File: src/hdl/mips_instruction_decoder_core_macros.svh
// Assertion macros for the decoder top level.
// Depends on nothing; assertions compile away when SYNTHESIS is defined.
`ifndef MIPS_INSTRUCTION_DECODER_CORE_MACROS_SVH
`define MIPS_INSTRUCTION_DECODER_CORE_MACROS_SVH
`ifndef SYNTHESIS
`define MIPSDEC_ASSERT_NOW(label, clk, rst, ante, cons) \
   label: assert property (@(posedge clk) disable iff (rst) (ante) |-> (cons)) \
      else $error("assertion failed");
`define MIPSDEC_ASSERT_NEXT(label, clk, rst, ante, cons) \
   label: assert property (@(posedge clk) disable iff (rst) (ante) |=> (cons)) \
      else $error("assertion failed");
`else
`define MIPSDEC_ASSERT_NOW(label, clk, rst, ante, cons)
`define MIPSDEC_ASSERT_NEXT(label, clk, rst, ante, cons)
`endif
`endif

File: src/hdl/mipsdec_pkg.sv
// Types, opcode and funct codes and the format lookup for the MIPS decoder.
// Depends on nothing; used by mipsdec_decode and the top level.
package mipsdec_pkg;

   localparam int WORD_W = 32;
   localparam int RSP_W  = 104;

   typedef enum logic [5:0] {
      MN_SLTU, MN_SLT, MN_NOR, MN_XOR, MN_OR, MN_AND, MN_SUBU, MN_SUB,
      MN_ADDU, MN_ADD, MN_SRAV, MN_SRLV, MN_SLLV, MN_SRL, MN_SLL, MN_SRA,
      MN_DIVU, MN_DIV, MN_MULTU, MN_MULT, MN_JALR, MN_MTLO, MN_MTHI, MN_JR,
      MN_MFLO, MN_MFHI, MN_SYSCALL, MN_J, MN_JAL, MN_BEQ, MN_BNE, MN_ADDI,
      MN_ADDIU, MN_SLTI, MN_SLTIU, MN_ANDI, MN_ORI, MN_XORI, MN_LUI, MN_LB,
      MN_LH, MN_LW, MN_LBU, MN_LHU, MN_SB, MN_SH, MN_SW, MN_UNKNOWN
   } mnemonic_type;

   typedef enum logic [3:0] {
      FMT_ARITH3, FMT_VSHIFT, FMT_CSHIFT, FMT_MULDIV, FMT_RS_ONLY, FMT_RD_ONLY,
      FMT_SYSCALL, FMT_JUMP, FMT_BRANCH, FMT_IMM, FMT_LUI, FMT_MEM, FMT_UNKNOWN
   } format_type;

   typedef struct packed {
      mnemonic_type mnemonic;
      format_type   fmt;
   } decode_type;

   // opcode field values
   localparam logic [5:0] OP_SPECIAL = 6'h00, OP_J    = 6'h02, OP_JAL   = 6'h03,
                          OP_BEQ     = 6'h04, OP_BNE  = 6'h05, OP_ADDI  = 6'h08,
                          OP_ADDIU   = 6'h09, OP_SLTI = 6'h0A, OP_SLTIU = 6'h0B,
                          OP_ANDI    = 6'h0C, OP_ORI  = 6'h0D, OP_XORI  = 6'h0E,
                          OP_LUI     = 6'h0F, OP_LB   = 6'h20, OP_LH    = 6'h21,
                          OP_LW      = 6'h23, OP_LBU  = 6'h24, OP_LHU   = 6'h25,
                          OP_SB      = 6'h28, OP_SH   = 6'h29, OP_SW    = 6'h2B;

   // funct field values for the special opcode
   localparam logic [5:0] FN_SLL  = 6'h00, FN_SRL   = 6'h02, FN_SRA   = 6'h03,
                          FN_SLLV = 6'h04, FN_SRLV  = 6'h06, FN_SRAV  = 6'h07,
                          FN_JR   = 6'h08, FN_JALR  = 6'h09, FN_SYSC  = 6'h0C,
                          FN_MFHI = 6'h10, FN_MTHI  = 6'h11, FN_MFLO  = 6'h12,
                          FN_MTLO = 6'h13, FN_MULT  = 6'h18, FN_MULTU = 6'h19,
                          FN_DIV  = 6'h1A, FN_DIVU  = 6'h1B, FN_ADD   = 6'h20,
                          FN_ADDU = 6'h21, FN_SUB   = 6'h22, FN_SUBU  = 6'h23,
                          FN_AND  = 6'h24, FN_OR    = 6'h25, FN_XOR   = 6'h26,
                          FN_NOR  = 6'h27, FN_SLT   = 6'h2A, FN_SLTU  = 6'h2B;

   function automatic format_type format_of(input mnemonic_type mn);
      format_type f;
      case (mn)
         MN_SLTU, MN_SLT, MN_NOR, MN_XOR, MN_OR, MN_AND, MN_SUBU, MN_SUB,
         MN_ADDU, MN_ADD:                    f = FMT_ARITH3;
         MN_SRAV, MN_SRLV, MN_SLLV:          f = FMT_VSHIFT;
         MN_SRL, MN_SLL, MN_SRA:             f = FMT_CSHIFT;
         MN_DIVU, MN_DIV, MN_MULTU, MN_MULT: f = FMT_MULDIV;
         MN_JALR, MN_MTLO, MN_MTHI, MN_JR:   f = FMT_RS_ONLY;
         MN_MFLO, MN_MFHI:                   f = FMT_RD_ONLY;
         MN_SYSCALL:                         f = FMT_SYSCALL;
         MN_J, MN_JAL:                       f = FMT_JUMP;
         MN_BEQ, MN_BNE:                     f = FMT_BRANCH;
         MN_ADDI, MN_ADDIU, MN_SLTI, MN_SLTIU, MN_ANDI, MN_ORI,
         MN_XORI:                            f = FMT_IMM;
         MN_LUI:                             f = FMT_LUI;
         MN_LB, MN_LH, MN_LW, MN_LBU, MN_LHU, MN_SB, MN_SH,
         MN_SW:                              f = FMT_MEM;
         default:                            f = FMT_UNKNOWN;
      endcase
      return f;
   endfunction

endpackage

File: src/hdl/mipsdec_decode.sv
// Opcode/funct decode of one instruction word into mnemonic and format class.
// Depends on mipsdec_pkg.
module mipsdec_decode (
   input  logic [mipsdec_pkg::WORD_W-1:0] word,
   output mipsdec_pkg::decode_type        result
);
   import mipsdec_pkg::*;

   logic [5:0]   opcode;
   logic [5:0]   funct;
   mnemonic_type mn;

   assign opcode = word[31:26];
   assign funct  = word[5:0];

   always_comb begin
      mn = MN_UNKNOWN;
      if (opcode == OP_SPECIAL) begin
         case (funct)
            FN_SLL:   mn = MN_SLL;
            FN_SRL:   mn = MN_SRL;
            FN_SRA:   mn = MN_SRA;
            FN_SLLV:  mn = MN_SLLV;
            FN_SRLV:  mn = MN_SRLV;
            FN_SRAV:  mn = MN_SRAV;
            FN_JR:    mn = MN_JR;
            FN_JALR:  mn = MN_JALR;
            FN_SYSC:  mn = MN_SYSCALL;
            FN_MFHI:  mn = MN_MFHI;
            FN_MTHI:  mn = MN_MTHI;
            FN_MFLO:  mn = MN_MFLO;
            FN_MTLO:  mn = MN_MTLO;
            FN_MULT:  mn = MN_MULT;
            FN_MULTU: mn = MN_MULTU;
            FN_DIV:   mn = MN_DIV;
            FN_DIVU:  mn = MN_DIVU;
            FN_ADD:   mn = MN_ADD;
            FN_ADDU:  mn = MN_ADDU;
            FN_SUB:   mn = MN_SUB;
            FN_SUBU:  mn = MN_SUBU;
            FN_AND:   mn = MN_AND;
            FN_OR:    mn = MN_OR;
            FN_XOR:   mn = MN_XOR;
            FN_NOR:   mn = MN_NOR;
            FN_SLT:   mn = MN_SLT;
            FN_SLTU:  mn = MN_SLTU;
            default:  mn = MN_UNKNOWN;
         endcase
      end else begin
         case (opcode)
            OP_J:     mn = MN_J;
            OP_JAL:   mn = MN_JAL;
            OP_BEQ:   mn = MN_BEQ;
            OP_BNE:   mn = MN_BNE;
            OP_ADDI:  mn = MN_ADDI;
            OP_ADDIU: mn = MN_ADDIU;
            OP_SLTI:  mn = MN_SLTI;
            OP_SLTIU: mn = MN_SLTIU;
            OP_ANDI:  mn = MN_ANDI;
            OP_ORI:   mn = MN_ORI;
            OP_XORI:  mn = MN_XORI;
            OP_LUI:   mn = MN_LUI;
            OP_LB:    mn = MN_LB;
            OP_LH:    mn = MN_LH;
            OP_LW:    mn = MN_LW;
            OP_LBU:   mn = MN_LBU;
            OP_LHU:   mn = MN_LHU;
            OP_SB:    mn = MN_SB;
            OP_SH:    mn = MN_SH;
            OP_SW:    mn = MN_SW;
            default:  mn = MN_UNKNOWN;
         endcase
      end
   end

   assign result.mnemonic = mn;
   assign result.fmt      = format_of(mn);

endmodule

File: src/hdl/mips_instruction_decoder_core.sv
// MIPS32 instruction decoder, top level.
// Depends on mipsdec_pkg, mipsdec_decode and the assertion macro header.
//
// Usage:
//   req channel: one request per instruction word. req_tdata carries the
//   32-bit word, req_tlast marks the final word of a program.
//   rsp channel: one result per request, in order. rsp_tdata carries the
//   running item index, the mnemonic code, the format class, the rs, rt,
//   rd and shamt fields, the raw 16-bit immediate and the jump target.
//   Path: an accepted request is held in the input register, then decoded
//   into the result register, which drives rsp_tvalid and rsp_tdata.
//   Throughput: one request per cycle; the decode is a shallow opcode/funct
//   table between the two registers, and the two pipeline registers stall
//   together only when the receiver holds rsp_tready low with both full.
//   Item index: counts accepted requests from zero; the request that carries
//   req_tlast keeps its own index and the count restarts at zero after it.
//   Reset (synchronous, active high): empty both stages, clear the index.
//   Receiver stall: hold the result; the input stage keeps taking a request
//   until it is full too, then req_tready drops.
module mips_instruction_decoder_core (
   input  logic                           clock,
   input  logic                           reset,
   input  logic                           req_tvalid,
   output logic                           req_tready,
   input  logic [mipsdec_pkg::WORD_W-1:0] req_tdata,  // [31:0] instruction_word
   input  logic                           req_tlast,  // last_word
   output logic                           rsp_tvalid,
   input  logic                           rsp_tready,
   // [31:0] item_index, [37:32] mnemonic, [41:38] format_class,
   // [46:42] src_reg, [51:47] tgt_reg, [56:52] dst_reg,
   // [61:57] shift_amount, [77:62] immediate, [103:78] jump_target
   output logic [mipsdec_pkg::RSP_W-1:0]  rsp_tdata
);
   import mipsdec_pkg::*;

`include "mips_instruction_decoder_core_macros.svh"

   // input stage
   logic              in_valid_ff, in_valid_in;
   logic [WORD_W-1:0] in_word_ff, in_word_in;
   logic [31:0]       in_index_ff, in_index_in;
   // running index of the next request
   logic [31:0]       index_ff, index_in;
   // result stage
   logic              out_valid_ff, out_valid_in;
   logic [RSP_W-1:0]  out_data_ff, out_data_in;

   logic       req_fire;
   logic       out_advance;
   logic       in_advance;
   decode_type dec;

   // The result stage moves when it is empty or being drained; the input
   // stage moves when it is empty or hands its request on.
   assign out_advance = !out_valid_ff || rsp_tready;
   assign in_advance  = !in_valid_ff || out_advance;
   assign req_tready  = in_advance;
   assign req_fire    = req_tvalid && req_tready;

   mipsdec_decode u_decode (
      .word   (in_word_ff),
      .result (dec)
   );

   always_comb begin
      in_valid_in = in_valid_ff;
      in_word_in  = in_word_ff;
      in_index_in = in_index_ff;
      index_in    = index_ff;
      if (in_advance) begin
         in_valid_in = req_fire;
      end
      if (req_fire) begin
         in_word_in  = req_tdata;
         in_index_in = index_ff;
         // restart the count after the last word of a program
         index_in    = req_tlast ? 32'd0 : index_ff + 32'd1;
      end
   end

   always_comb begin
      out_valid_in = out_valid_ff;
      out_data_in  = out_data_ff;
      if (out_advance) begin
         out_valid_in = in_valid_ff;
         if (in_valid_ff) begin
            out_data_in = {in_word_ff[25:0],   // jump_target
                           in_word_ff[15:0],   // immediate
                           in_word_ff[10:6],   // shift_amount
                           in_word_ff[15:11],  // dst_reg
                           in_word_ff[20:16],  // tgt_reg
                           in_word_ff[25:21],  // src_reg
                           dec.fmt,
                           dec.mnemonic,
                           in_index_ff};
         end
      end
   end

   always_ff @(posedge clock) begin
      if (reset) begin
         in_valid_ff  <= 1'b0;
         out_valid_ff <= 1'b0;
         index_ff     <= 32'd0;
      end else begin
         in_valid_ff  <= in_valid_in;
         out_valid_ff <= out_valid_in;
         index_ff     <= index_in;
      end
      in_word_ff  <= in_word_in;
      in_index_ff <= in_index_in;
      out_data_ff <= out_data_in;
   end

   assign rsp_tvalid = out_valid_ff;
   assign rsp_tdata  = out_data_ff;

   // the count restarts after a last word and steps by one otherwise
   `MIPSDEC_ASSERT_NEXT(a_index_restart, clock, reset, req_fire && req_tlast, index_ff == 32'd0)
   `MIPSDEC_ASSERT_NEXT(a_index_step, clock, reset, req_fire && !req_tlast,
                        index_ff == $past(index_ff) + 32'd1)
   // unknown mnemonic and unknown format go together
   `MIPSDEC_ASSERT_NOW(a_unknown_pair, clock, reset, out_valid_ff,
      (out_data_ff[37:32] == MN_UNKNOWN) == (out_data_ff[41:38] == FMT_UNKNOWN))
   // a full input stage behind a stalled result holds its request
   `MIPSDEC_ASSERT_NEXT(a_in_hold, clock, reset, in_valid_ff && !out_advance,
                        in_valid_ff && $stable(in_word_ff) && $stable(in_index_ff))

endmodule

File: config.mk
export PLATFORM = sky130hd
export DESIGN_NAME = mips_instruction_decoder_core
export DESIGN_NICKNAME = d
export VERILOG_FILES = /design/src/hdl/mipsdec_pkg.sv /design/src/hdl/mipsdec_decode.sv /design/src/hdl/mips_instruction_decoder_core.sv
export VERILOG_INCLUDE_DIRS = /design/src /design/src/hdl
export SDC_FILE = /design/constraint.sdc
export NUM_CORES = 1
export LEC_CHECK = 0
export BUFFER_PORTS_ARGS = -buffer_cell sky130_fd_sc_hd__buf_4
export CAP_MARGIN = 20
export CORE_AREA = 2 2 203 105
export DETAILED_ROUTE_END_ITERATION = 12
export DIE_AREA = 0 0 205 107
export SLEW_MARGIN = 10
export SYNTH_ARGS = -nofsm -noshare
export SYNTH_HDL_FRONTEND = slang
export SYNTH_SLANG_ARGS = --single-unit
export TNS_END_PERCENT = 30
File: constraint.sdc
create_clock -name clock -period 6.9 [get_ports clock]
set_input_delay 0.69 -clock clock [delete_from_list [all_inputs] [get_ports clock]]
set_output_delay 0.69 -clock clock [all_outputs]
set_load 0.01 [all_outputs]
# Yosys cells after proc, flatten, opt, wreduce, memory -nomap -nowiden
# Memories as Yosys holds them, arrays and structs flattened. A register that Yosys moved wholly into a read port is not among the register bits.
# Index checks and enable logic that the tools add are counted.
totals:
  register_bits: 202
  latch_bits: 0
  ram_bits: 0
  romBits: 1024
  inputBits: 37
  output_inout_bits: 106
  wordCells: 21
  n_memories: 3
classes:
  n_addsub: 1
  multipliers: 0
  div: 0
  magnitude_cmp: 0
  n_eq_ne: 0
  shift: 0
  mux: 4
  bitwise_logic: 0
  reduce_logical: 7
memory_table:
  columns: ["memory", "depth", "word_bits", "rd", "rd_clocked_by_memory_dff", "write_ports", "line_no", "source"]
  rows:
  - ["(name not given)", 64, 6, 1, 1, 0, "mipsdec_decode.sv:19", "case (funct)"]
  - ["(name not given)", 64, 6, 1, 1, 0, "mipsdec_decode.sv:50", "case (opcode)"]
  - ["(name not given)", 64, 4, 1, 1, 0, "mipsdec_pkg.sv:49", "case (mn)"]
op_table:
  columns: ["operator", "n"]
  rows:
  - ["32-bit by 1-bit adder with 32-bit output (second input constant)", 1]
  - ["32-bit 2-to-1 mux", 1]
  - ["6-bit 2-to-1 mux", 3]
  - ["6-bit logical NOT", 1]
  - ["1-bit logical NOT", 2]
  - ["1-bit logical OR", 2]
  - ["2-bit AND reduction", 1]
  - ["1-bit logical AND", 1]

# Depth between registers and ports, before layout
depth:
  word_depth: 5
  depth_mapped: 12
  mapped_depth_nobuf: 11

# Cells and area by module
# Synthesis repeated with hierarchy kept, for this count alone.
unflattened:
  cells_unflattened: 496
  area_unflattened_um2: 6840.3
modules_own_cells:
  columns: ["mod", "n_inst", "cells_each", "area_per_inst_um2", "seq_area_each_um2"]
  rows:
  - ["mips_instruction_decoder_core", 1, 348, 5766.8, 4644.5]
  - ["mipsdec_decode", 1, 148, 1073.5, 0.0]

# Worst setup path before layout
# Ideal clock, no wire load.
synth_path:
  path_type: "in2reg"
  start: "input rsp_tready"
  end: "register out_data_ff[0] (netlist: rsp_tdata[0]), enable pin"
  setup_ns: 0.597
  t_arrival_ns: 5.658
  required_ns: 6.303
  slack_ns: 0.645
  cell_stages: 2
  n_path_buf: 0
  path_cell_list: "inv_1 > a21boi_0"
synth_via:
  elab_chain_len: 2
synth_lines:
  columns: ["element", "line_no", "source"]
  rows:
  - ["start: declaration", "mips_instruction_decoder_core.sv:28", "input logic rsp_tready,"]
  - ["1-bit logical OR", "mips_instruction_decoder_core.sv:55", "assign out_advance = !out_valid_ff || rsp_tready;"]
  - ["2-bit AND reduction (no line)", null, null]
  - ["end signal: assignment", "mips_instruction_decoder_core.sv:112", "out_data_ff <= out_data_in;"]
  - ["end: declaration", "mips_instruction_decoder_core.sv:46", "logic [RSP_W-1:0] out_data_ff, out_data_in;"]
# No other way between the ends.
# A chain may end at the register's enable or synchronous reset.

==> impl_metrics.ini <==
[die]
rows = 37
ios = 143
die_x_um = 205
die_h_um = 107
initial_utilization = 0.375
core_mm2 = 0.0202
dieArea_mm2 = 0.0219

[pwr]
ir_worst_vdd_mv = 0.167
p_comb_frac = 0.091
p_sw_uw = 593
swShare = 0.243
powerDensity_mw_per_mm2 = 262
clock_power_share = 0.404
p_leak_uw = 0.00350
intPower_uw = 1840
seqPwrFrac = 0.505

[global_routing]
grt_busiest_layer = met1
antenna_found_initial = 0
grt_usage = 0.163
grt_overflow = 0
use_met1 = 0.255
grt_pass1_vias = 4895
grt_pass1_wl_um = 27300
grt_use_met3 = 0.0386
met2_usage = 0.219
grt_max_degree = 54

[yosys]
avgSynthCellArea_um2 = 12.5
ys_ff_latch = 178
ys_top_cells_by_area = edfxtp_1 (52%), dfxtp_1 (12%), buf_4 (3.6%)
synth_cell_types = 60
synthArstFlopShare = 0
synth_top_cell_by_area = edfxtp_1
synth-edff-count = 132
synth_cells = 607
yosysMostFrequentCell = edfxtp_1
yosys-top-cells-count = edfxtp_1 (132), dfxtp_1 (46), nor2_1 (40)
ys_warn_count = 0
synth_nets = 658
synth_ff_type = edfxtp_1
yosysTopAreaCellShare = 0.524
yosysSeqAreaShare = 0.645
netlist_area_mm2 = 0.00757

[cts]
clock_latency_ns = 0.43
cts-root-buf = clkbuf_16
clkSlewWorstSetupHoldPaths_ns = 0.07
clockBufferDepth = 2
cts_hold_buf = 0
cts_buffers = 17
post_cts_buffers = 0
cts_max_level = 4
postCtsResizedCells = 0
tritoncts = yes
clock-sinks = 178

[placed_design]
port_buffers = 142
finalWeightedCongestion = 0.887
dp_cells = 971
dp_hpwl_um = 12800

[timing]
hold_viol = 0
tns_ns = 0
clock_skew_ns = 0.0113
tightest_slew_ns = 0.964
max_slew_margin = 0.356
report.final.slew_viol_count = 0
min_period_over_period = 0.472
layout_min_cycle_time_ns = 3.26
setup_viol = 0
fmax_mhz = 307
rsz0062_at_grt = false

[critical_path]
cp.arrival_ns = 3.54
cp-end-kind = register
timing.critical_path.required_ns = 7.18
cp_max_fo = 18
worst_setup_path_start_kind = register
path_class = register to register

[finish]
antenna_cells = 0
fin_util = 0.461
drive_above_1_share = 0.260
fin_nets = 769
syn2layout_area_growth_pct = 22.8
fin_cells = 1004

[routing]
drtIter0Drc = 343
wl_per_cell_um = 17.7
ant_nets = 0
routed_wl_um = 17800
via_per_inst = 5.20
first_pass_iters = 4
routed-via-count = 5223
drc_errors = 0

[min_path]
hold_class = register to register

[job]
maxCapViolations = 0

[run_status]
outcome = complete, no violations
## path summary, 6_finish.rpt
check                            startpoint                 endpoint  slack (ns)  depth (start not counted)
setup / recovery    rsp_tvalid$_SDFFE_PP0P_                 register        3.64                          9
hold / removal    in_index_ff[25]$_DFFE_PN_  rsp_tdata[25]$_DFFE_PP_        0.41                          0
setup reg to reg    rsp_tvalid$_SDFFE_PP0P_                 register        3.64                          9
hold reg to reg   in_index_ff[25]$_DFFE_PN_  rsp_tdata[25]$_DFFE_PP_        0.41                          0
## kinds of logic after synthesis
kind of cell | Yosys count | share of synthesized area
compound gates | 116 | 0.103
xor+xnor | 25 | 0.0289
fa+ha+maj | 14 | 0.0231
buf+inv | 78 | 0.0573
flops | 178 | 0.645
mux | 2 | 0.00264
simple gates | 194 | 0.140
## power by group through the flow
stage	Sequential, uW	Combinational [uW]	Clock, uW
floorplan	1260	124	0
global placement	1250	214	0
detailed placement	1250	217	0
CTS	1230	218	1010
global route	1240	242	1050
finish	1230	222	984
## state kept, by name (all words and copies together) (netlist names), named ones only
signal       count
in_index_ff     32
rsp_tvalid       1
in_word_ff      32
in_valid_ff      1
rsp_tdata       68
index_ff        32
## placed cells by master, fill, tap and decap left out, drive strengths merged, types with 5 or more instances in the layout
cell type	Yosys	routed
buf	41	146
edfxtp	132	132
dfxtp	46	46
nor2	40	40
nand2	34	34
nand3	29	29
inv	24	29
o21ai	27	27
a21oi	25	25
clkbuf	13	18
nand4	16	16
xnor2	14	14
ha	14	14
o211ai	12	12
and3	11	11
xor2	11	11
nor4	10	10
nand2b	9	9
nor2b	7	7
nand4b	6	6
a21boi	6	6
clkinv	0	6
and2	5	5
a211oi	5	5
or3	5	5
or4	5	5
## stage by stage
step	hold slack [ns]	total power [uW]	setup slack [ns]	instance area (um2)
after CTS	0.415	2460	3.21	9270
after detailed placement	0.405	1470	2.87	8670
after global placement	0.401	1470	3.17	8670
after floorplan	0.400	1380	0.645	7570
final	0.414	2440	3.64	9300
after global routing	0.418	2530	3.38	9300
## critical path, stage by stage (launching register included)
cell and delay (ns):
dfxtp_1 0.53, and3b_1 0.66, inv_2 0.28, nand3_1 0.18, and2_1 0.27, inv_1 0.10
ha_1 0.31, a21boi_0 0.13, nor4b_1 0.52, a211oi_1 0.14
## routing by layer
layer / wire (um) / vias up
met1: 9050 / 2526
met4: 167 / 0
met5: 0 / -
li1: - / 2459
met2: 7250 / 223
met3: 1300 / 15
## final cells by class
class | instances | area (um2)
Inverter | 24 | 90.1
Timing Repair Buffer | 146 | 1120
Sequential cell | 178 | 4880
Clock inverter | 14 | 174
Fill cell | 1810 | 10900
Tap cell | 273 | 342
Clock buffer | 18 | 429
Multi-Input combinational cell | 351 | 2260
No activity file was read; power rests on OpenSTA's default activity.
